File: config.mk
export PLATFORM = sky130hd
export DESIGN_NAME = tti_point_bracket
export DESIGN_NICKNAME = d
export VERILOG_FILES = /design/src/tti_pkg.sv /design/src/tti_point_bracket.sv
export SDC_FILE = /design/constraint.sdc
export NUM_CORES = 2
export LEC_CHECK = 0
export CORE_AREA = 8 8 440 442
export DETAILED_ROUTE_END_ITERATION = 8
export DIE_AREA = 0 0 448 450
export DONT_BUFFER_PORTS = 1
export GPL_TIMING_DRIVEN = 0
export SYNTH_ARGS = -nofsm -noshare
export SYNTH_HDL_FRONTEND = slang
export SYNTH_SLANG_ARGS = --single-unit
File: constraint.sdc
create_clock -name vclk -period 11.9
set_input_delay 0.595 -clock vclk [all_inputs]
set_output_delay 0.595 -clock vclk [all_outputs]
set_load 0.1 [all_outputs]
File: src/tti_pkg.sv
`default_nettype none

package tti_pkg;

  localparam int unsigned ROWS       = 8;
  localparam int unsigned POINTS     = 32;
  localparam int unsigned DATA_W     = 32;
  localparam int unsigned ROW_W      = $clog2(ROWS);
  localparam int unsigned PT_W       = $clog2(POINTS);
  localparam int unsigned CMD_W      = 2;
  localparam int unsigned ROWS_CFG_W = 4;
  localparam int unsigned PTS_CFG_W  = 6;
  localparam int unsigned PADDR_W    = 3;
  localparam int unsigned APB_W      = 32;

  // Q0.16 weights, full weight 1.0 needs one more bit
  localparam int unsigned W_BITS     = 16;
  localparam int unsigned WT_W       = W_BITS + 1;
  localparam int unsigned PROD_W     = WT_W + DATA_W;

  // quotient bits resolved per divider stage
  localparam int unsigned DIV_BITS   = 4;
  localparam int unsigned DIV_STAGES = W_BITS / DIV_BITS;

  // memories are split by row parity (and point parity for mobility)
  localparam int unsigned ROW_PAIRS  = ROWS / 2;
  localparam int unsigned PAIR_W     = $clog2(ROW_PAIRS);
  localparam int unsigned MOB_DEPTH  = ROWS * POINTS / 4;
  localparam int unsigned MOB_AW     = $clog2(MOB_DEPTH);

  typedef enum logic [CMD_W-1:0] {
    CMD_LOAD_ROW   = 2'd0,
    CMD_LOAD_POINT = 2'd1,
    CMD_QUERY      = 2'd2
  } cmd_e;

  // register index is bit 2 of the byte address
  localparam logic REG_ROWS   = 1'b0;
  localparam logic REG_POINTS = 1'b1;

  typedef logic [DATA_W-1:0]              word_t;
  typedef logic [ROW_W-1:0]               row_t;
  typedef logic [PT_W-1:0]                pt_t;
  typedef logic [PAIR_W-1:0]              pair_t;
  typedef logic [MOB_AW-1:0]              mob_addr_t;
  typedef logic [WT_W-1:0]                wt_t;
  typedef logic [W_BITS-1:0]              quo_t;
  typedef logic [PROD_W-1:0]              prod_t;
  typedef logic [POINTS-1:0][DATA_W-1:0]  erow_t;

  localparam wt_t W_ONE = {1'b1, {W_BITS{1'b0}}};

  typedef struct packed {
    word_t rem;
    word_t den;
    quo_t  quo;
  } div_t;

  // restoring division, DIV_BITS quotient bits; rem stays below den
  function automatic div_t div_step(div_t s);
    div_t                 r;
    logic [DATA_W+1:0]    t;
    r = s;
    for (int k = 0; k < DIV_BITS; k++) begin
      t = {1'b0, r.rem, 1'b0} - {2'b00, r.den};
      if (!t[DATA_W+1]) begin
        r.rem = t[DATA_W-1:0];
        r.quo = {r.quo[W_BITS-2:0], 1'b1};
      end else begin
        r.rem = {r.rem[DATA_W-2:0], 1'b0};
        r.quo = {r.quo[W_BITS-2:0], 1'b0};
      end
    end
    return r;
  endfunction

endpackage

`default_nettype wire

File: src/tti_point_bracket.sv
`default_nettype none

// brackets x within one row of energies; lower end tested first
module tti_point_bracket (
  input  tti_pkg::erow_t  row_i,
  input  tti_pkg::pt_t    last_i,
  input  tti_pkg::word_t  x_i,
  output tti_pkg::pt_t    lo_o,
  output tti_pkg::pt_t    hi_o,
  output logic            clamped_o,
  output tti_pkg::word_t  e_lo_o,
  output tti_pkg::word_t  e_hi_o
);

  tti_pkg::pt_t inner;

  always_comb begin
    inner = '0;
    for (int i = 1; i < tti_pkg::POINTS - 1; i++) begin
      if (tti_pkg::pt_t'(i) < last_i && row_i[i] <= x_i) begin
        inner = tti_pkg::pt_t'(i);
      end
    end
    if (x_i <= row_i[0]) begin
      lo_o      = '0;
      hi_o      = '0;
      clamped_o = x_i < row_i[0];
    end else if (x_i >= row_i[last_i]) begin
      lo_o      = last_i;
      hi_o      = last_i;
      clamped_o = x_i > row_i[last_i];
    end else begin
      lo_o      = inner;
      hi_o      = inner + tti_pkg::pt_t'(1);
      clamped_o = 1'b0;
    end
  end

  assign e_lo_o = row_i[lo_o];
  assign e_hi_o = row_i[hi_o];

endmodule

`default_nettype wire

==> run summary <==
Post-CTS Setup Inserts: 0
Die Height: 450 microns
Die area: 202000 sq um
Largest net degree at the start of global routing: 32
Peak VDD IR: 0.0000876 V
GP Congestion: 1.07
Routed wire per std cell: 54.3 microns
Crit end category: primary output
Slowest Stage Delay on Critical Path: 1.25 ns
Post-Route WL: 478000 microns
Synth area leaders: ha_1 (25%), mux2i_1 (17%), mux4_2 (13%)
Worst min-delay path category: in2out
Synth area leader: ha_1
Drt first pass iters: 6
P_leak: 21.7 nW
WHS Endpoint: e_hi_o[18]
Max Fanout on Critical Path: 11
Global Route Usage Sum: 0.444
Final Hold Vio Count: 0
Worst slew pin tran: 1.66 ns
Setup crit start kind: input port
Tcrit/Tclk final: 1.03
IO Port Bufs: 0
Global-route wire length before repair: 606000 microns
Mapped Cells: 6111
WHS: 1.68 ns
Minimum clock period: 12.26 ns
Post-DP Area: 56300 sq um
CP required: 11.31 ns
Setup WS post-layout: -0.362 ns
F_max: 0.0816 GHz
Final instance area: 57200 sq um
Sequential area share after synthesis: 0
Reg area: 0 sq um
Crit path from: last_i[0]
Post-DRT Antenna Nets: 0
Vias/cell: 7.25
Seq cells: 0
Final setup fails: 52
Layout overhead on the synthesized area: 11.5%
Worst setup path category: in2out
Avg Cell Area, Syn: 8.39 sq um
Initial DRC Count: 9050
Number of global-route vias before repair: 60600
I/O Pins: 1136
Failing checks: capacitance limit, slew limit, setup timing
Clock buffers: 0
Core area: 187000 sq um
MaxCap Viol Count: 6
Yosys top cell area share: 0.250
Status: finished with violations
Rows: 159
Hold Path Depth: 4
Cell Area, Synth: 51300 sq um
CP max-delay cell: a211oi_4
Mapped Nets: 8197
Min-delay src: row_i[82]
Yosys cell types: 91
Final Max Slew Viols: 28
Die Wd: 448 microns
Global route total overflow: 0
Final net count: 8263
Initial antenna violation count: 79
RSZ-0062 raised after global routing: no
Crit-path most repeated cell: buf_2
Starting Density: 0.275
Yosys warns: 0
Via count: 63900
Slew headroom: -0.118
Crit path DAT: 11.67 ns
Pwr dens: 119 nW/um^2
Share of layout cells above drive strength 1: 0.137
Hpwl dp: 419000 microns
Pre-CTS setup slack: -3.54 ns
DRC violations left: 0
==> worst max-delay path by stage <==
stage | to | slack [ns]
floorplan | e_lo_o[13] | 2.31
global placement | e_hi_o[14] | -9.14
detailed placement | e_hi_o[0] | -3.54
CTS | e_lo_o[13] | 0.005
global route | e_lo_o[13] | 0.03
finish | e_lo_o[27] | -0.36
==> final cells by class <==
class	instances	area, sq um
inverters	140	532
repair buffers	66	1210
fillers	20100	129000
plain buffers	430	2060
diodes	134	335
well taps	2495	3120
multi-input cells	5539	49900
==> layout by cell type, fill, tap and decap left out, drive strengths merged, types with 62 or more instances in the layout <==
cell type / count
a211oi: 199
a21o: 111
a21oi: 511
a22oi: 71
buf: 216
clkbuf: 268
diode: 134
ha: 1025
inv: 135
mux2: 62
mux2i: 846
mux4: 305
nand2: 574
nand3: 122
nand4: 168
nor2: 169
nor3: 130
nor4: 67
o211ai: 63
o21ai: 230
o221ai: 73
o22ai: 72
o311ai: 134
==> worst max-delay path, delay by kind of cell <==
family                     cells  cell delay (ns)
buffers and inverters         13             5.25
and+or+nand+nor                6             1.71
AOI/OAI and AO/OA              7             3.31
adders and majority gates      1             0.21
muxes                          2             0.39
==> synthesized netlist by cell type (all sizes together) (134+ instances only) <==
library cell / number
mux2i: 846
nor2: 169
mux4: 305
o21ai: 230
ha: 1025
a211oi: 199
nand4: 168
inv: 136
a21oi: 511
buf: 166
o311ai: 134
nand2: 574
clkbuf: 266
==> per-stage QoR <==
stage                     cells   util  power, mW  setup TNS (ns)
final                      8804  0.307       6.78           -8.44
after global routing       8762  0.306       6.83               0
after CTS                  8666  0.304       6.50               0
after detailed placement   8667  0.302       6.42         -187.89
after global placement     8606  0.292       6.01         -535.56
after floorplan            6111      -       3.88               0
==> per-layer routing <==
metal,track usage,part of all wire,vias to the layer above
met2,0.680,0.42,5328
met3,0.182,0.13,1648
li1,-,-,25200
met4,0.408,0.12,28
met5,0,0.00043,-
met1,0.460,0.33,31700
==> what timing repair did <==
action / CTS / global route
hold buffers: 0 / 0
endpoints found under the setup margin: 69 / 44
pin swaps: 10 / 2
resized for setup: 125 / 4
cloned: 0 / 0
==> cells by family (layout without fill, tap and decap cells) <==
family | Yosys count | after routing | synth area share
simple gates | 1442 | 1442 | 0.139
other cells | 0 | 134 | 0
compound gates | 1859 | 1859 | 0.252
buf+inv | 572 | 636 | 0.0470
fa+ha+maj | 1025 | 1025 | 0.250
mux | 1213 | 1213 | 0.313
==> power breakdown <==
part / switching (mW) / total [mW] / internal (mW) / leakage, nW
clock: 0 / 0.000000604 / 0.000000603 / 0.000845
combinational: 4.86 / 6.78 / 1.92 / 21.7
sequential: 0 / 0 / 0 / 0
total: 4.86 / 6.78 / 1.92 / 21.7
Power figures use the tool's default switching activity.
