===== config.mk =====
export PLATFORM = sky130hd
export DESIGN_NAME = tti_divider
export DESIGN_NICKNAME = d
export VERILOG_FILES = /design/src/tti_pkg.sv /design/src/tti_divider.sv
export SDC_FILE = /design/constraint.sdc
export NUM_CORES = 2
export LEC_CHECK = 0
export ABC_AREA = 1
export BUFFER_PORTS_ARGS = -buffer_cell sky130_fd_sc_hd__buf_2
export CAP_MARGIN = 20
export CORE_ASPECT_RATIO = 0.75
export CORE_MARGIN = 2
export CORE_UTILIZATION = 58
export CTS_CLUSTER_SIZE = 12
export DETAILED_ROUTE_END_ITERATION = 10
export GPL_TIMING_DRIVEN = 0
export PLACE_DENSITY = 0.75
export RECOVER_POWER = 50
export SETUP_SLACK_MARGIN = 0.05
export SLEW_MARGIN = 10
export SYNTH_ARGS = -nofsm -noshare
export SYNTH_HDL_FRONTEND = slang
export SYNTH_SLANG_ARGS = --single-unit

===== constraint.sdc =====
create_clock -name clk_i -period 19 [get_ports clk_i]
set_input_delay 5.7 -clock clk_i [delete_from_list [all_inputs] [get_ports clk_i]]
set_output_delay 5.7 -clock clk_i [all_outputs]
set_load 0.02 [all_outputs]

===== src/tti_pkg.sv =====
`default_nettype none

package tti_pkg;

  localparam int unsigned ROWS       = 8;
  localparam int unsigned POINTS     = 32;
  localparam int unsigned DATA_W     = 32;
  localparam int unsigned ROW_W      = $clog2(ROWS);
  localparam int unsigned PT_W       = $clog2(POINTS);
  localparam int unsigned CMD_W      = 2;
  localparam int unsigned ROWS_CFG_W = 4;
  localparam int unsigned PTS_CFG_W  = 6;
  localparam int unsigned PADDR_W    = 3;
  localparam int unsigned APB_W      = 32;

  // Q0.16 weights, full weight 1.0 needs one more bit
  localparam int unsigned W_BITS     = 16;
  localparam int unsigned WT_W       = W_BITS + 1;
  localparam int unsigned PROD_W     = WT_W + DATA_W;

  // quotient bits resolved per divider stage
  localparam int unsigned DIV_BITS   = 4;
  localparam int unsigned DIV_STAGES = W_BITS / DIV_BITS;

  // memories are split by row parity (and point parity for mobility)
  localparam int unsigned ROW_PAIRS  = ROWS / 2;
  localparam int unsigned PAIR_W     = $clog2(ROW_PAIRS);
  localparam int unsigned MOB_DEPTH  = ROWS * POINTS / 4;
  localparam int unsigned MOB_AW     = $clog2(MOB_DEPTH);

  typedef enum logic [CMD_W-1:0] {
    CMD_LOAD_ROW   = 2'd0,
    CMD_LOAD_POINT = 2'd1,
    CMD_QUERY      = 2'd2
  } cmd_e;

  // register index is bit 2 of the byte address
  localparam logic REG_ROWS   = 1'b0;
  localparam logic REG_POINTS = 1'b1;

  typedef logic [DATA_W-1:0]              word_t;
  typedef logic [ROW_W-1:0]               row_t;
  typedef logic [PT_W-1:0]                pt_t;
  typedef logic [PAIR_W-1:0]              pair_t;
  typedef logic [MOB_AW-1:0]              mob_addr_t;
  typedef logic [WT_W-1:0]                wt_t;
  typedef logic [W_BITS-1:0]              quo_t;
  typedef logic [PROD_W-1:0]              prod_t;
  typedef logic [POINTS-1:0][DATA_W-1:0]  erow_t;

  localparam wt_t W_ONE = {1'b1, {W_BITS{1'b0}}};

  typedef struct packed {
    word_t rem;
    word_t den;
    quo_t  quo;
  } div_t;

  // restoring division, DIV_BITS quotient bits; rem stays below den
  function automatic div_t div_step(div_t s);
    div_t                 r;
    logic [DATA_W+1:0]    t;
    r = s;
    for (int k = 0; k < DIV_BITS; k++) begin
      t = {1'b0, r.rem, 1'b0} - {2'b00, r.den};
      if (!t[DATA_W+1]) begin
        r.rem = t[DATA_W-1:0];
        r.quo = {r.quo[W_BITS-2:0], 1'b1};
      end else begin
        r.rem = {r.rem[DATA_W-2:0], 1'b0};
        r.quo = {r.quo[W_BITS-2:0], 1'b0};
      end
    end
    return r;
  endfunction

endpackage

`default_nettype wire


===== src/tti_divider.sv =====
`default_nettype none

// (num << 16) / den, pipelined; each stage resolves DIV_BITS quotient bits
module tti_divider (
  input  logic                clk_i,
  input  logic                en_i,
  input  tti_pkg::word_t      num_i,
  input  tti_pkg::word_t      den_i,
  output tti_pkg::quo_t       quo_o
);

  tti_pkg::div_t st_q [tti_pkg::DIV_STAGES];
  tti_pkg::div_t st_in;

  always_comb begin
    st_in.rem = num_i;
    st_in.den = den_i;
    st_in.quo = '0;
  end

  always_ff @(posedge clk_i) begin
    if (en_i) begin
      st_q[0] <= tti_pkg::div_step(st_in);
      for (int k = 1; k < tti_pkg::DIV_STAGES; k++) begin
        st_q[k] <= tti_pkg::div_step(st_q[k-1]);
      end
    end
  end

  assign quo_o = st_q[tti_pkg::DIV_STAGES-1].quo;

endmodule

`default_nettype wire


==> impl_metrics.py <==
metrics = {
    "sta": {
        "fin_skew_ns": 0.0274,
        "fin_crit_ns": 17.35,
        "rsz0062_at_grt": "false",
        "hold_viol": 0,
        "setup_tns_ns": 0,
        "post-route-period-util_pct": 91.3,
        "slew_headroom_pct": -220,
        "slew_violations": 135,
        "final-setup-viol-count": 0,
        "fmax_mhz": 57.6,
        "tightestPinTransition_ns": 4.80,
    },
    "synthesis": {
        "synth_cell_types": 74,
        "synth_area_mm2": 0.0380,
        "synth_top_family_by_area": "simple AND/OR/NAND/NOR gates",
        "synth.avg_cell_area_um2": 6.69,
        "muxShareOfSynthArea_pct": 0.0264,
        "synthAdderAreaFrac_pct": 16.6,
        "synthesis.nets": 6242,
        "yosysSeqAreaShare_pct": 18.4,
        "synth_edf_count": 232,
        "synth_compound_area_share_pct": 21.3,
        "synth-xor-area-share_pct": 9.44,
        "postSynthCellCount": 5676,
        "synth-main-ff-cell": "edfxtp_1",
        "ys_seq_elements": 232,
        "synthArstFlopShare_pct": 0,
        "yosysWarnings": 0,
        "yosys.area_share.simple_pct": 25.5,
    },
    "global_route": {
        "grt-ovfl-total": 0,
        "grt.total_usage_pct": 35.1,
        "grt_pass1_vias": 35600,
        "grt_max_degree": 101,
        "antenna_found_initial": 2,
        "grt_pass1_wl_um": 189000,
    },
    "critical_path": {
        "endpoint_kind": "flip-flop",
        "crit_type": "in2reg",
        "crit_start": "den_i[20]",
        "crit_path_start_kind": "primary input",
        "critPathRequiredTime_ns": 19.35,
        "r2r-end": "st_q[1][73]",
        "cp_slowest_stage_delay_ns": 0.81,
        "worstPathArrival_ns": 17.70,
        "reg2reg_depth": 58,
        "r2r_start": "st_q[0][44]",
        "crit_fanout": 10,
        "critPathSlowestCell": "a21oi_1",
        "crit_end": "st_q[0][67]",
        "reg2reg_slack_ns": 5.67,
    },
    "routing": {
        "drc_errors": 0,
        "vias": 39200,
        "dr.pass1.iters": 8,
        "antenna_left": 0,
        "detail_route.wirelength_um": 122000,
        "drt_iter0_markers": 4197,
        "drt-wirelength-per-cell_um": 18.2,
        "viasPerCell": 5.87,
    },
    "outcome": {
        "violations": "max-capacitance violations, max-slew violations",
        "status": "finished with violations",
    },
    "finish": {
        "largest_registers": "st_q: 232 flops",
        "final_common_cell": "nand2_1",
        "largest_reg_flops": 232,
        "area_growth_pct": 6.16,
        "layout_common_cells": "1430 x nand2_1, 704 x inv_1, 570 x a21oi_1",
        "final_cells": 6681,
        "regMostFlops": "st_q",
        "drive_above_1_share_pct": 5.17,
        "fin_nets": 6356,
        "final_area_mm2": 0.0403,
        "post-route-util_pct": 62.0,
    },
    "worst_hold_path": {
        "hp-class": "reg2reg",
    },
    "clock_network": {
        "clock_latency_ns": 0.61,
        "cts-root-buf": "clkbuf_16",
        "cts-htree-levels": 1,
        "cts_resized": 0,
        "cts_hold_buf": 0,
        "cts.path.max_buffers": 3,
        "postCtsSetupBuffers": 0,
        "clkTransAtPathRegs_ns": 0.06,
        "cts_sinks": 232,
        "cts_buffers": 29,
        "cts_tree": "built",
    },
    "floorplanning": {
        "core_mm2": 0.0650,
        "die_x_um": 299,
        "pin_count": 82,
        "rows": 81,
        "die_h_um": 226,
        "initial_utilization_pct": 58.4,
        "fp.dieArea_mm2": 0.0675,
    },
    "place": {
        "port_buffers": 81,
        "place_inst": 6630,
        "place.gp.congestion": 1.03,
        "hpwl_um": 102000,
        "dpl_cell_area_mm2": 0.0395,
    },
    "run": {
        "max_cap_viol_count": 2,
    },
}
kinds of logic after synthesis:
group / Yosys count
mux: 1
flops: 232
compound gates: 1421
xor+xnor: 409
fa+ha+maj: 500
simple gates: 2289
buf+inv: 824
Yosys cell counts, types with 12 or more instances:
| library cell | count | area share (%) |
|---|---|---|
| clkbuf_1 | 34 | 0.34 |
| nand3_1 | 270 | 3.6 |
| o21ai_1 | 111 | 1.5 |
| a21boi_1 | 19 | 0.38 |
| inv_2 | 12 | 0.12 |
| o21a_1 | 35 | 0.69 |
| o21ai_2 | 25 | 0.58 |
| nor2_1 | 362 | 3.6 |
| ha_1 | 496 | 16 |
| a221oi_1 | 12 | 0.28 |
| a21oi_1 | 570 | 7.5 |
| buf_2 | 32 | 0.42 |
| a21o_1 | 42 | 0.83 |
| and2_1 | 15 | 0.25 |
| o21ai_0 | 411 | 5.4 |
| o211ai_1 | 21 | 0.42 |
| a31oi_1 | 44 | 0.73 |
| o21bai_1 | 42 | 0.83 |
| nand4_1 | 42 | 0.69 |
| nand2_1 | 1428 | 14 |
| inv_1 | 704 | 7.0 |
| nand2_2 | 20 | 0.33 |
| or2_2 | 23 | 0.38 |
| nor3_1 | 54 | 0.71 |
| xor2_1 | 224 | 5.2 |
| o221ai_1 | 16 | 0.37 |
| a21boi_0 | 22 | 0.44 |
| edfxtp_1 | 232 | 18 |
| nand3_2 | 13 | 0.34 |
| buf_6 | 24 | 0.71 |
| nor4_1 | 23 | 0.38 |
| xnor2_1 | 185 | 4.3 |
per-layer routing:
metal / global-route usage (%) / wire length (µm) / vias up
met4: 9.87 / 3500 / 0
met5: 0 / 0 / -
met2: 52.7 / 49700 / 1655
li1: - / - / 19600
met1: 50.4 / 55100 / 17800
met3: 7.63 / 13400 / 225
stage by stage:
step	setup slack, ns	hold slack, ns
6_report	1.65	0.416
5_1_grt	0.894	0.425
4_1_cts	2.25	0.418
3_5_place_dp	1.65	0.405
3_3_place_gp	1.78	0.401
2_1_floorplan	4.94	0.400
final cells by class:
| type | instances | area, µm² |
|---|---|---|
| clock buffer | 32 | 737 |
| multi-input combinational | 4620 | 27600 |
| fill | 6296 | 24700 |
| sequential | 232 | 6970 |
| inverter | 725 | 2730 |
| tap | 871 | 1090 |
| antenna | 3 | 7.51 |
| timing repair buffer | 83 | 400 |
| buffer | 99 | 617 |
| clock inverter | 16 | 119 |
how the worst min path moves through the flow:
stage / startpoint / end / slack (ns) / cells after the start
floorplan: st_q[0][0] / st_q[1][4] / 0.40 / 0
global placement: st_q[2][2] / st_q[3][6] / 0.40 / 0
detailed placement: st_q[1][6] / st_q[2][10] / 0.40 / 0
CTS: st_q[2][2] / st_q[3][6] / 0.42 / 0
global route: st_q[2][0] / st_q[3][4] / 0.43 / 0
finish: st_q[2][2] / st_q[3][6] / 0.42 / 0
worst max-delay path: cells and delay by family:
family	cells	cell delay [ns]
and+or+nand+nor	17	2.41
AOI/OAI and AO/OA	20	5.45
adders and majority gates	4	1.42
buffers and inverters	14	2.67
Power is left out: the tool's default activity adds up to more than one toggle a clock period on the data nets, which glitch-free logic cannot reach.
